<file path="src/sv/hppc_pkg.sv">
`default_nettype none
// ----------------------------------------------------------------------------
// hppc_pkg
// Types and constants shared by the holonomic pose PID controller modules.
// ----------------------------------------------------------------------------
package hppc_pkg;

	localparam int REG_W = 18;
	localparam int IDX_W = 3;

	// register indexes of the configuration port
	localparam logic [IDX_W-1:0] REG_KP_FWD         = 3'd0;
	localparam logic [IDX_W-1:0] REG_KP_SIDE        = 3'd1;
	localparam logic [IDX_W-1:0] REG_KP_TURN        = 3'd2;
	localparam logic [IDX_W-1:0] REG_KI_SHARED      = 3'd3;
	localparam logic [IDX_W-1:0] REG_KD_FWD_TURN    = 3'd4;
	localparam logic [IDX_W-1:0] REG_KD_SIDE        = 3'd5;
	localparam logic [IDX_W-1:0] REG_LIMIT_FWD_TURN = 3'd6;
	localparam logic [IDX_W-1:0] REG_LIMIT_SIDE     = 3'd7;

	// reset values of the registers
	localparam logic [REG_W-1:0] RST_KP_FWD         = 18'd32768;
	localparam logic [REG_W-1:0] RST_KP_SIDE        = 18'd19661;
	localparam logic [REG_W-1:0] RST_KP_TURN        = 18'd39322;
	localparam logic [REG_W-1:0] RST_KI_SHARED      = 18'd655;
	localparam logic [REG_W-1:0] RST_KD_FWD_TURN    = 18'd6554;
	localparam logic [REG_W-1:0] RST_KD_SIDE        = 18'd3277;
	localparam logic [REG_W-1:0] RST_LIMIT_FWD_TURN = 18'd65536;
	localparam logic [REG_W-1:0] RST_LIMIT_SIDE     = 18'd32768;

	// item kinds
	localparam logic FUNC_GOAL = 1'b0;
	localparam logic FUNC_ODOM = 1'b1;

	// loop indexes
	localparam logic [1:0] LOOP_X   = 2'd0;
	localparam logic [1:0] LOOP_Y   = 2'd1;
	localparam logic [1:0] LOOP_YAW = 2'd2;

	// angle constants in Q32 radians, cordic prescale in Q30
	localparam longint PI_Q32      = 64'sd13493037705;
	localparam longint HALF_PI_Q32 = 64'sd6746518852;
	localparam longint GAIN_Q30    = 64'sd652032874;

	localparam int MAX_STEPS = 24;
	localparam int STEP_W    = 5;

	localparam logic [31:0] ATAN_Q32 [MAX_STEPS] = '{
		32'd3373259426, 32'd1991351318, 32'd1052175346, 32'd534100635,
		32'd268086748,  32'd134174063,  32'd67103403,   32'd33553749,
		32'd16777131,   32'd8388597,    32'd4194303,    32'd2097152,
		32'd1048576,    32'd524288,     32'd262144,     32'd131072,
		32'd65536,      32'd32768,      32'd16384,      32'd8192,
		32'd4096,       32'd2048,       32'd1024,       32'd512
	};

	typedef struct packed {
		logic [REG_W-1:0] kp_fwd;
		logic [REG_W-1:0] kp_side;
		logic [REG_W-1:0] kp_turn;
		logic [REG_W-1:0] ki_shared;
		logic [REG_W-1:0] kd_fwd_turn;
		logic [REG_W-1:0] kd_side;
		logic [REG_W-1:0] limit_fwd_turn;
		logic [REG_W-1:0] limit_side;
	} gains_t;

	typedef enum logic [3:0] {
		ST_IDLE,
		ST_WRAP,
		ST_P_DT,
		ST_P_KP,
		ST_P_KI,
		ST_P_KD,
		ST_P_FIN,
		ST_P_OUT,
		ST_SQX,
		ST_SQY,
		ST_C_INIT,
		ST_C_MY,
		ST_C_CY,
		ST_C_ROT,
		ST_C_DONE
	} state_t;

	typedef enum logic [2:0] {
		MUL_DT,
		MUL_KP,
		MUL_KI,
		MUL_KD,
		MUL_GX,
		MUL_GY,
		MUL_SQX,
		MUL_SQY
	} mul_sel_t;

	typedef enum logic [2:0] {
		ACC_NONE,
		ACC_INTEG,
		ACC_LOAD,
		ACC_ADD,
		ACC_ADD10,
		ACC_CX,
		ACC_CY
	} acc_op_t;

	typedef struct packed {
		logic              store_goal;
		logic              load_err;
		logic              wrap;
		logic              pid_commit;
		logic              theta_init;
		logic              rot;
		logic              load_out;
		mul_sel_t          mul_sel;
		acc_op_t           acc_op;
		logic [1:0]        loop;
		logic [STEP_W-1:0] step;
	} cmd_t;

	typedef struct packed {
		logic armed;
		logic wrap_ok;
		logic out_full;
		logic done;
	} stat_t;

endpackage
`default_nettype wire

</file>
<file path="src/sv/hppc_ctrl.sv">
`default_nettype none
// ----------------------------------------------------------------------------
// hppc_ctrl
// Sequencer: walks the wrap, three pid loops, tolerance check and cordic.
// ----------------------------------------------------------------------------
module hppc_ctrl #(
	parameter int CORDIC_STEPS = 16
) (
	input  wire logic            clk,
	input  wire logic            arst_n,
	input  wire logic            in_valid,
	output logic                 in_ready,
	input  wire logic            func,
	input  wire hppc_pkg::stat_t st,
	output hppc_pkg::cmd_t       cmd
);

	localparam int STEPS = (CORDIC_STEPS < hppc_pkg::MAX_STEPS) ?
		CORDIC_STEPS : hppc_pkg::MAX_STEPS;
	localparam logic [hppc_pkg::STEP_W-1:0] STEP_LAST = hppc_pkg::STEP_W'(STEPS - 1);

	hppc_pkg::state_t state_q, state_d;
	logic [1:0] loop_q;
	logic [hppc_pkg::STEP_W-1:0] step_q;

	always_ff @(posedge clk or negedge arst_n) begin
		if (!arst_n) begin
			state_q <= hppc_pkg::ST_IDLE;
			loop_q  <= hppc_pkg::LOOP_X;
			step_q  <= '0;
		end else begin
			state_q <= state_d;
			if (state_q == hppc_pkg::ST_WRAP) begin
				loop_q <= hppc_pkg::LOOP_X;
			end else if (state_q == hppc_pkg::ST_P_OUT) begin
				loop_q <= loop_q + 2'd1;
			end
			if (state_q == hppc_pkg::ST_C_CY) begin
				step_q <= '0;
			end else if (state_q == hppc_pkg::ST_C_ROT) begin
				step_q <= step_q + 1'b1;
			end
		end
	end

	always_comb begin
		state_d = state_q;
		unique case (state_q)
			hppc_pkg::ST_IDLE: begin
				if (in_valid && func == hppc_pkg::FUNC_ODOM && st.armed) begin
					state_d = hppc_pkg::ST_WRAP;
				end
			end
			hppc_pkg::ST_WRAP: begin
				if (st.wrap_ok) begin
					state_d = hppc_pkg::ST_P_DT;
				end
			end
			hppc_pkg::ST_P_DT:  state_d = hppc_pkg::ST_P_KP;
			hppc_pkg::ST_P_KP:  state_d = hppc_pkg::ST_P_KI;
			hppc_pkg::ST_P_KI:  state_d = hppc_pkg::ST_P_KD;
			hppc_pkg::ST_P_KD:  state_d = hppc_pkg::ST_P_FIN;
			hppc_pkg::ST_P_FIN: state_d = hppc_pkg::ST_P_OUT;
			hppc_pkg::ST_P_OUT: begin
				state_d = (loop_q == hppc_pkg::LOOP_YAW) ? hppc_pkg::ST_SQX : hppc_pkg::ST_P_DT;
			end
			hppc_pkg::ST_SQX:    state_d = hppc_pkg::ST_SQY;
			hppc_pkg::ST_SQY:    state_d = hppc_pkg::ST_C_INIT;
			hppc_pkg::ST_C_INIT: state_d = hppc_pkg::ST_C_MY;
			hppc_pkg::ST_C_MY:   state_d = hppc_pkg::ST_C_CY;
			hppc_pkg::ST_C_CY:   state_d = hppc_pkg::ST_C_ROT;
			hppc_pkg::ST_C_ROT: begin
				if (step_q == STEP_LAST) begin
					state_d = hppc_pkg::ST_C_DONE;
				end
			end
			hppc_pkg::ST_C_DONE: begin
				if (!st.out_full) begin
					state_d = hppc_pkg::ST_IDLE;
				end
			end
			default: state_d = hppc_pkg::ST_IDLE;
		endcase
	end

	always_comb begin
		in_ready       = 1'b0;
		cmd            = '0;
		cmd.mul_sel    = hppc_pkg::MUL_DT;
		cmd.acc_op     = hppc_pkg::ACC_NONE;
		cmd.loop       = loop_q;
		cmd.step       = step_q;
		unique case (state_q)
			hppc_pkg::ST_IDLE: begin
				in_ready       = 1'b1;
				cmd.store_goal = in_valid && func == hppc_pkg::FUNC_GOAL;
				cmd.load_err   = in_valid && func == hppc_pkg::FUNC_ODOM && st.armed;
			end
			hppc_pkg::ST_WRAP:  cmd.wrap = 1'b1;
			hppc_pkg::ST_P_DT:  cmd.mul_sel = hppc_pkg::MUL_DT;
			hppc_pkg::ST_P_KP: begin
				cmd.mul_sel = hppc_pkg::MUL_KP;
				cmd.acc_op  = hppc_pkg::ACC_INTEG;
			end
			hppc_pkg::ST_P_KI: begin
				cmd.mul_sel = hppc_pkg::MUL_KI;
				cmd.acc_op  = hppc_pkg::ACC_LOAD;
			end
			hppc_pkg::ST_P_KD: begin
				cmd.mul_sel = hppc_pkg::MUL_KD;
				cmd.acc_op  = hppc_pkg::ACC_ADD;
			end
			hppc_pkg::ST_P_FIN: cmd.acc_op = hppc_pkg::ACC_ADD10;
			hppc_pkg::ST_P_OUT: cmd.pid_commit = 1'b1;
			hppc_pkg::ST_SQX:   cmd.mul_sel = hppc_pkg::MUL_SQX;
			hppc_pkg::ST_SQY: begin
				cmd.mul_sel = hppc_pkg::MUL_SQY;
				cmd.acc_op  = hppc_pkg::ACC_LOAD;
			end
			hppc_pkg::ST_C_INIT: begin
				cmd.mul_sel    = hppc_pkg::MUL_GX;
				cmd.acc_op     = hppc_pkg::ACC_ADD;
				cmd.theta_init = 1'b1;
			end
			hppc_pkg::ST_C_MY: begin
				cmd.mul_sel = hppc_pkg::MUL_GY;
				cmd.acc_op  = hppc_pkg::ACC_CX;
			end
			hppc_pkg::ST_C_CY:   cmd.acc_op = hppc_pkg::ACC_CY;
			hppc_pkg::ST_C_ROT:  cmd.rot = 1'b1;
			hppc_pkg::ST_C_DONE: cmd.load_out = !st.out_full;
			default: in_ready = 1'b0;
		endcase
	end

endmodule
`default_nettype wire

</file>
<file path="config.mk">
export PLATFORM = sky130hd
export DESIGN_NAME = hppc_ctrl
export DESIGN_NICKNAME = d
export VERILOG_FILES = /design/src/sv/hppc_pkg.sv /design/src/sv/hppc_ctrl.sv
export SDC_FILE = /design/constraint.sdc
export NUM_CORES = 1
export LEC_CHECK = 0
export ABC_AREA = 0
export BUFFER_PORTS_ARGS = -buffer_cell sky130_fd_sc_hd__buf_2
export CORE_UTILIZATION = 50
export CTS_BUF_LIST = sky130_fd_sc_hd__clkbuf_4 sky130_fd_sc_hd__clkbuf_8
export DETAILED_ROUTE_END_ITERATION = 8
export HOLD_SLACK_MARGIN = 0.02
export MAX_ROUTING_LAYER = met4
export PLACE_DENSITY = 0.89
export RECOVER_POWER = 50
export SLEW_MARGIN = 5
export SYNTH_ARGS = -nofsm -noshare
export SYNTH_HDL_FRONTEND = slang
export SYNTH_SLANG_ARGS = --single-unit
</file>
<file path="constraint.sdc">
create_clock -name clk -period 2.6 [get_ports clk]
set_input_delay 0.13 -clock clk [delete_from_list [all_inputs] [get_ports clk]]
set_output_delay 0.13 -clock clk [all_outputs]
set_load 0.02 [all_outputs]
</file>
After elaboration in Yosys (flattened, before gate mapping). Index checks and enable logic that the tools add are counted.

Add/subtract/negate cells: 2. Eq/ne operators: 20. Muxes and demuxes: 19. Bitwise operators: 1. Reduce and logical (&&, ||, !) cells: 10.

Operators with widths (count): 4-bit case mux with 15 select lines (1); 4-bit == test, second input constant (7); 3-bit case mux with 7 select lines (1); 4-bit 2-to-1 mux (5); 3-bit case mux with 6 select lines (1); 4-bit by 3-bit == test with 1-bit output, second input constant (4); 5-bit 2-to-1 mux (2); 4-bit by 2-bit == test with 1-bit output, second input constant (2); 1-bit 2-to-1 mux (6); 2-bit 2-to-1 mux (3); 2-bit != test, second input constant (3); 5-bit by 1-bit adder with 5-bit output, second input constant (1); 5-bit by 4-bit == test with 1-bit output, second input constant (1); 4-bit by 1-bit == test with 1-bit output, second input constant (1); 4-bit zero test (1); 4-bit AND reduction (1); 2-bit nonzero test (2); 2-bit OR reduction (2); 1-bit logical AND (3); 2-bit by 1-bit adder with 2-bit output, second input constant (1); 2-bit == test, second input constant (1); 2-bit by 1-bit != test with 1-bit output, second input constant (1); 1-bit zero test (1); 1-bit NOT (1).

Output and inout bits: 21. Input bits: 8. Logic and storage cells: 55. Register bits after elaboration: 11.

Longest topological paths before layout. Gate-level depths: netlist (run 1).

Word-level depth: 4. Mapped depth: 6. Mapped depth without buffers: 6.

Worst setup path after synthesis (run 1). OpenSTA, ideal clock, no wires.

Path type: register to register. Start: register step_q[0] (netlist bit). End: register state_q[2]. Cell stages (with the launch flop): 7. Required time: 2472 ps. Clock period less this slack: 1795 ps. Path buffers: 0. Library setup time: 128 ps. Arrival: 1668 ps. Setup slack: 805 ps. Path through: dfrtp_1 > ha_1 > and3_1 > ha_1 > o21ai_2 > a222oi_1 > mux2_1.

Longest elaborated chain between the ends: 3.

RTL lines: start: declaration (line hppc_ctrl.sv:24) `logic [hppc_pkg::STEP_W-1:0] step_q;`; start signal: assignment (line hppc_ctrl.sv:41) `step_q <= step_q + 1'b1;`; 5-bit by 4-bit == test with 1-bit output (line hppc_ctrl.sv:73) `if (step_q == STEP_LAST) begin`; 2-bit by 1-bit != test with 1-bit output (no source line); 4-bit AND reduction (no source line); end signal: assignment (line hppc_ctrl.sv:28) `state_q <= hppc_pkg::ST_IDLE;`; end signal: assignment (line hppc_ctrl.sv:32) `state_q <= state_d;`; end: declaration (line hppc_ctrl.sv:22) `hppc_pkg::state_t state_q, state_d;`.

Every way passes these cells. A chain may end at the register's enable or synchronous reset.

Worst setup path in the final report (run 1). Same ends and word-level chain as after synthesis.

==> summary.txt, run 1 <==
Status
  • Status: finished, final reports clean

Detailed routing
  • Via count: 827
  • DR DRC count: 0
  • TritonRoute pass-1 iters: 5
  • WL final: 1.97 mm
  • Wirelength per Cell: 14.5 um
  • Antenna Violating Nets Remaining: 0
  • DR vias/cell: 6.08
  • DRT iter0 DRCs: 31

Timing
  • Post-route setup slack: 604 ps
  • Tmin final: 2000 ps
  • Unrepaired setup endpoints after global routing: false
  • Fmax: 501 MHz
  • Final Setup Violations: 0
  • Slew headroom: 0.578
  • Tcrit/Tclk final: 0.768
  • Final slew viol count: 0
  • Slew of the pin with the lowest slew margin: 633 ps
  • Final Hold Fails: 0
  • Setup TNS: 0 ps
  • Clock Skew: 7.72 ps

Cells and area
  • Storage element area: 275 um2
  • ANT cells: 0
  • Final instance area: 943 um2
  • Multi-input logic area: 460 um2
  • Nets: 132
  • Share of layout cells above drive strength 1: 0.208
  • Fill count: 132
  • Layout area overhead: 18.0%

Logic synthesis
  • Post-Syn Nets: 106
  • Post-synth cell types: 34
  • Syn avg cell area: 8.42 um2
  • Largest area contributor in the netlist: dfrtp_1
  • Synth Area in Adders: 0.0469
  • Cells after Synth: 95
  • Top_reg_cell synth: dfrtp_1
  • Most frequent cell after synthesis: dfrtp_1
  • Synth Area in XOR/XNOR: 0.0329
  • Post-synth top area share: 0.344
  • Async set-reset flop share out of synthesis: 1.00
  • Largest family of logic cells by synthesized area: simple AND/OR/NAND/NOR gates
  • Post-synth EDFFs: 0
  • Post-Syn Area: 800 um2
  • Synthesized flop and latch total: 11
  • Post-synthesis mux area share: 0.0266
  • Post-synthesis compound-gate area fraction: 0.218
  • Synthesis Warnings: 0
  • Register area share after synthesis: 0.344
  • Area contributors post-synth: dfrtp_1 34%, o21ai_0 5.6%, a22o_1 5.5%
  • Synth top cells by count: 11 x dfrtp_1, 10 x nand2_1, 9 x o21ai_0
  • Simple logic cell fraction of the synthesized area: 0.257

Placement
  • Post-placement setup slack: 839 ps
  • Port Buf Inserts: 27
  • DPL Wire Length: 1.31 mm
  • DP Area: 917 um2
  • GP Congestion: 0.811

Critical path
  • CP startpoint kind: register
  • Worst EP arrival: 2160 ps
  • WS Path Type: reg -> reg
  • Setup slack, reg-to-reg: 600 ps
  • R2R depth: 6
  • Worst flop-to-flop path endpoint: state_q[2]
  • Req. time, crit path: 2760 ps
  • Endpoint type of the worst setup path: register
  • Critical Path Fanout Max: 5
  • Reg2Reg Launch Point: step_q[0]

CTS
  • CTS Sinks: 11
  • CTS tree: built
  • Post-cts repair resize count: 0
  • CTS Buffer Depth: 2
  • Clock root cell: clkbuf_4
  • H-tree depth: 1
  • Total CTS buffers: 3
  • Worst skew pair latency: 270 ps
  • Worst-path clk slew: 90 ps

Global routing
  • Largest net degree at the start of global routing: 19
  • Initial antenna violation count: 0
  • Grt total ovfl: 0
  • First-pass GRT wire length: 3.00 mm
  • Vias in the first global route: 707
  • Total Routing Usage GR: 0.227

Hold path
  • Cell depth of the worst min-delay path: 3
  • Worst Hold Class: in -> reg
  • Hold Crit Start: st[1]
  • Worst hold path endpoint: state_q[3]

Flow run
  • Maxcap violations: 0

Die
  • Die W: 42.0 um
  • Rows: 14
  • Die area: 1760 um2
  • Core footprint: 1510 um2
  • Initial core utilization: 0.531
  • Die Span Y: 42.0 um
  • I/O Pins: 29

Power
  • Worst-case vdd ir drop: 0.000554 V
  • Lkg Pwr: 0.000446 uW
  • PD cells: 848 nW/um2
-- flip-flops by register name, summed over array words and instances (netlist names) --
name     cells
step_q       5
state_q      4
loop_q       2
-- power breakdown --
group | internal, uW | switching (uW) | leakage (uW)
clock network | 69.7 | 67.0 | 0.0000184
logic | 155 | 219 | 0.000278
registers | 197 | 93.0 | 0.000150
-- per-layer routing --
metal / track usage / vias up / part of all wire
li1: - / 388 / -
met1: 0.271 / 392 / 0.41
met2: 0.375 / 40 / 0.50
met3: 0.0345 / 7 / 0.068
met4: 0.103 / 0 / 0.019
met5: - / - / 0
-- kinds of logic (layout without fill, tap and decap cells) --
group | Yosys count | in the layout
fa+ha+maj | 3 | 3
flops | 11 | 11
simple gates | 38 | 38
mux | 2 | 2
compound gates | 25 | 25
buf+inv | 13 | 38
xor+xnor | 3 | 3
-- what timing repair did --
item,4_1_cts,5_1_grt
buffers inserted,0,0
hold buffers,1,0
hold endpoints to repair,11,0
-- critical path: stages, from the launching register on --
cell      delay, ps
dfrtp_1         430
ha_1            240
and3_1          190
ha_1            180
o21ai_0         360
a222oi_1        160
mux2_1          340
-- area by class of cell --
cell class / count / share of cell area
inverters: 6 / 0.0239
well taps: 16 / 0.0212
flip-flops and latches: 11 / 0.292
multi-input cells: 71 / 0.488
repair buffers: 28 / 0.143
clock buffers: 4 / 0.0318
-- layout by cell type (no fill, tap or decap), types with 2 or more instances in the layout --
| cell type | count |
|---|---|
| buf_2 | 19 |
| dfrtp_1 | 11 |
| nand2_1 | 10 |
| o21ai_0 | 10 |
| clkbuf_1 | 8 |
| nand2b_1 | 7 |
| inv_1 | 6 |
| nor2_1 | 5 |
| a22o_1 | 5 |
| nand3_1 | 4 |
| clkbuf_4 | 4 |
| nor3_1 | 3 |
| xnor2_1 | 3 |
| o22ai_1 | 3 |
| ha_1 | 3 |
| and3_1 | 2 |
-- metrics by stage --
stage	std cells	utilization	hold WS [ps]	total power (uW)
3_3_place_gp	131	0.609	6.12	647
6_report	136	0.626	228	800
3_5_place_dp	131	0.609	18.1	657
2_1_floorplan	95	-	-166	581
5_1_grt	136	0.626	252	845
4_1_cts	136	0.635	228	799
-- worst max path at each step --
| stage | start | end | slack (ps) |
|---|---|---|---|
| after global routing | step_q[0] | state_q[2] | 520 |
| after detailed placement | step_q[0] | state_q[2] | 840 |
| after floorplan | step_q[0] | state_q[2] | 800 |
| final | step_q[0] | state_q[2] | 600 |
| after global placement | state_q[1] | state_q[2] | 860 |
| after CTS | state_q[2] | cmd[19] | 730 |
Power figures use the tool's default switching activity.
==> run 2, diff against run 1 <==
--- a/config.mk
+++ b/config.mk
@@ -7,12 +7,12 @@
 export LEC_CHECK = 0
 export ABC_AREA = 0
 export BUFFER_PORTS_ARGS = -buffer_cell sky130_fd_sc_hd__buf_2
-export CORE_UTILIZATION = 50
+export CORE_UTILIZATION = 45
 export CTS_BUF_LIST = sky130_fd_sc_hd__clkbuf_4 sky130_fd_sc_hd__clkbuf_8
 export DETAILED_ROUTE_END_ITERATION = 8
 export HOLD_SLACK_MARGIN = 0.02
 export MAX_ROUTING_LAYER = met4
-export PLACE_DENSITY = 0.89
+export PLACE_DENSITY = 0.85
 export RECOVER_POWER = 50
 export SLEW_MARGIN = 5
 export SYNTH_ARGS = -nofsm -noshare
==> constraint.sdc (replaced) <==
create_clock -name clk -period 1.75 [get_ports clk]
set_input_delay 0.0875 -clock clk [delete_from_list [all_inputs] [get_ports clk]]
set_output_delay 0.0875 -clock clk [all_outputs]
set_load 0.02 [all_outputs]
==> run 2 against run 1 <==
Against the previous run: combinational power rose by 84%; sequential share of layout area shrank 3.0 points; power rose by 56%; count of clock-buffer cells in the layout unchanged; hold slack worse by 46 ps; non-clock buffer count rose by 9; critical path type unchanged; highest routed layer unchanged.
==> summary.txt, run 2 (synthesized netlist as in run 1, its figures left out) <==
Power
  • PD cells: 1180 nW/um2 (was 848 nW/um2)
  • Worst-case vdd ir drop: 0.000730 V (was 0.000554 V)
  • Lkg Pwr: 0.000505 uW (was 0.000446 uW)
  • Pwr Total: 1250 uW (was 800 uW)

Placement
  • DP Area: 972 um2 (was 917 um2)
  • Port Buf Inserts: 27 (unchanged)
  • Post-placement setup slack: 23.0 ps (was 839 ps)
  • GP Congestion: 0.821 (was 0.811)
  • DPL Wire Length: 1.47 mm (was 1.31 mm)
  • Placed Cells: 138 (was 131)

Cells and area
  • Commonest non-fill, non-tap cell in the layout: buf_2 (unchanged)
  • Post-Layout Cell Count: 145 (was 136)
  • ANT cells: 0 (unchanged)
  • Most frequent cells in the layout: 23 x buf_2, 10 x nand2_1, 9 x o21ai_0, 9 x dfrtp_1, 9 x buf_4 (was 19 x buf_2, 11 x dfrtp_1, 10 x nand2_1, 10 x o21ai_0, 8 x clkbuf_1)
  • Share of layout cells above drive strength 1: 0.341 (was 0.208)
  • Largest regs: step_q (5), state_q (4), loop_q (2) (unchanged)
  • Max reg flops: 5 (unchanged)
  • Fill count: 132 (unchanged)
  • Final instance area: 1060 um2 (was 943 um2)
  • Nets: 141 (was 132)
  • Layout area overhead: 32.6% (was 18.0%)
  • Largest reg by FF count: step_q (unchanged)

CTS
  • Clock root cell: clkbuf_4 (unchanged)
  • CTS Buffer Depth: 2 (unchanged)
  • Total CTS buffers: 3 (unchanged)
  • CTS tree: built (unchanged)
  • Worst-path clk slew: 70 ps (was 90 ps)
  • H-tree depth: 1 (unchanged)
  • Worst skew pair latency: 280 ps (was 270 ps)
  • CTS Sinks: 11 (unchanged)

Detailed routing
  • Wirelength per Cell: 13.9 um (was 14.5 um)
  • Via count: 826 (was 827)
  • Antenna Violating Nets Remaining: 0 (unchanged)
  • WL final: 2.01 mm (was 1.97 mm)
  • TritonRoute pass-1 iters: 4 (was 5)
  • DR vias/cell: 5.70 (was 6.08)
  • DR DRC count: 0 (unchanged)
  • DRT iter0 DRCs: 18 (was 31)

Critical path
  • WS Path Type: reg -> reg (unchanged)
  • Crit path max-delay cell type: dfrtp_2 (was dfrtp_1)
  • Endpoint type of the worst setup path: register (unchanged)
  • Worst EP arrival: 1910 ps (was 2160 ps)
  • Setup slack, reg-to-reg: 2 ps (was 600 ps)
  • Most used cell, CP: ha_4 (was ha_1)
  • Crit path max-delay family: flip-flops (was compound AO/OA/AOI/OAI gates)
  • Max stage delay on crit path: 400 ps (was 430 ps)
  • CP startpoint kind: register (unchanged)
  • Critical Path Fanout Max: 3 (was 5)
  • Crit path buf inv count: 0 (unchanged)
  • Critical-path cell list: ha_4 -> and3_4 -> ha_4 -> o21ai_4 -> a222oi_1 -> mux2_1 (was ha_1 -> and3_1 -> ha_1 -> o21ai_0 -> a222oi_1 -> mux2_1)
  • Req. time, crit path: 1920 ps (was 2760 ps)

Die
  • Die Span Y: 44.2 um (was 42.0 um)
  • Die area: 1950 um2 (was 1760 um2)
  • Die W: 44.2 um (was 42.0 um)
  • Rows: 14 (unchanged)
  • Initial core utilization: 0.507 (was 0.531)
  • Core footprint: 1580 um2 (was 1510 um2)
  • I/O Pins: 29 (unchanged)

Global routing
  • Largest net degree at the start of global routing: 15 (was 19)
  • Vias in the first global route: 709 (was 707)
  • Total Routing Usage GR: 0.226 (was 0.227)
  • Grt total ovfl: 0 (unchanged)
  • Initial antenna violation count: 0 (unchanged)
  • First-pass GRT wire length: 3.09 mm (was 3.00 mm)

Timing
  • Tcrit/Tclk final: 0.999 (was 0.768)
  • Slew of the pin with the lowest slew margin: 602 ps (was 633 ps)
  • Final Setup Violations: 0 (unchanged)
  • Unrepaired setup endpoints after global routing: true (was false)
  • Clock Skew: 2.89 ps (was 7.72 ps)
  • Post-route setup slack: 1.91 ps (was 604 ps)
  • Fmax: 572 MHz (was 501 MHz)
  • Final slew viol count: 0 (unchanged)
  • Tmin final: 1750 ps (was 2000 ps)
  • Slew headroom: 0.599 (was 0.578)
  • Worst hold slack: 182 ps (was 228 ps)
  • Final Hold Fails: 0 (unchanged)

Flow run
  • Maxcap violations: 0 (unchanged)

Hold path
  • Worst Hold Class: in -> reg (unchanged)

Status
  • Status: finished, final reports clean (unchanged)
[run 2: cell types whose count changed in the layout (fill, tap and decap cells not counted), sizes merged]
| cell | previous run | this run |
|---|---|---|
| buf | 19 | 32 |
| clkbuf | 12 | 8 |
[run 2: layout make-up]
| cell class | instances | area, um2 | area share |
|---|---|---|---|
| Inverter | 6 | 22.5 | 0.0213 |
| Timing Repair Buffer | 37 | 208 | 0.196 |
| Tap cell | 16 | 20.0 | 0.0189 |
| Sequential cell | 11 | 278 | 0.262 |
| Multi-Input combinational cell | 71 | 502 | 0.473 |
| Clock buffer | 4 | 30.0 | 0.0283 |
[run 2: worst register-to-register path, delay by kind of cell, from the launching register on]
kind | cells | cell delay, ps
AOI/OAI and AO/OA | 2 | 400
muxes | 1 | 360
DFF | 1 | 400
and+or+nand+nor | 1 | 190
adders and majority gates | 2 | 290
[run 2: timing repair]
action	4_1_cts	5_1_grt
hold buffers	1	0
buffers inserted	0	2
gates resized for setup	0	6
hold endpoints to repair	11	0
setup endpoints to repair	0	1
[run 2: layer usage]
metal  GRT usage  share of wire  up-vias
li1            -              -      406
met5           -              0        -
met3      0.0898          0.041        3
met1       0.256           0.43      399
met4      0.0848         0.0094        0
met2       0.359           0.52       18
[run 2: report_power, final]
part / total, uW / switching (uW) / internal (uW)
Sequential: 370 / 75.2 / 295
Clock: 197 / 92.8 / 104
Combinational: 685 / 399 / 285
[run 2: final timing paths]
kind / start / cells past startpoint / endpoint
worst min-delay path: st[1] / 3 / state_q[3]
worst max-delay path: step_q[1] / 6 / state_q[2]
worst min register to register: loop_q[0] / 1 / loop_q[0]
worst max register to register: step_q[1] / 6 / state_q[2]
min in group asynchronous: arst_n / 2 / state_q[2]
max in group asynchronous: arst_n / 2 / step_q[0]
[run 2: through the flow]
step                      TNS (ps)  utilization
after floorplan                  0            -
after global placement           0        0.617
after detailed placement         0        0.617
after CTS                        0        0.642
after global routing         -43.0        0.672
final                            0        0.672
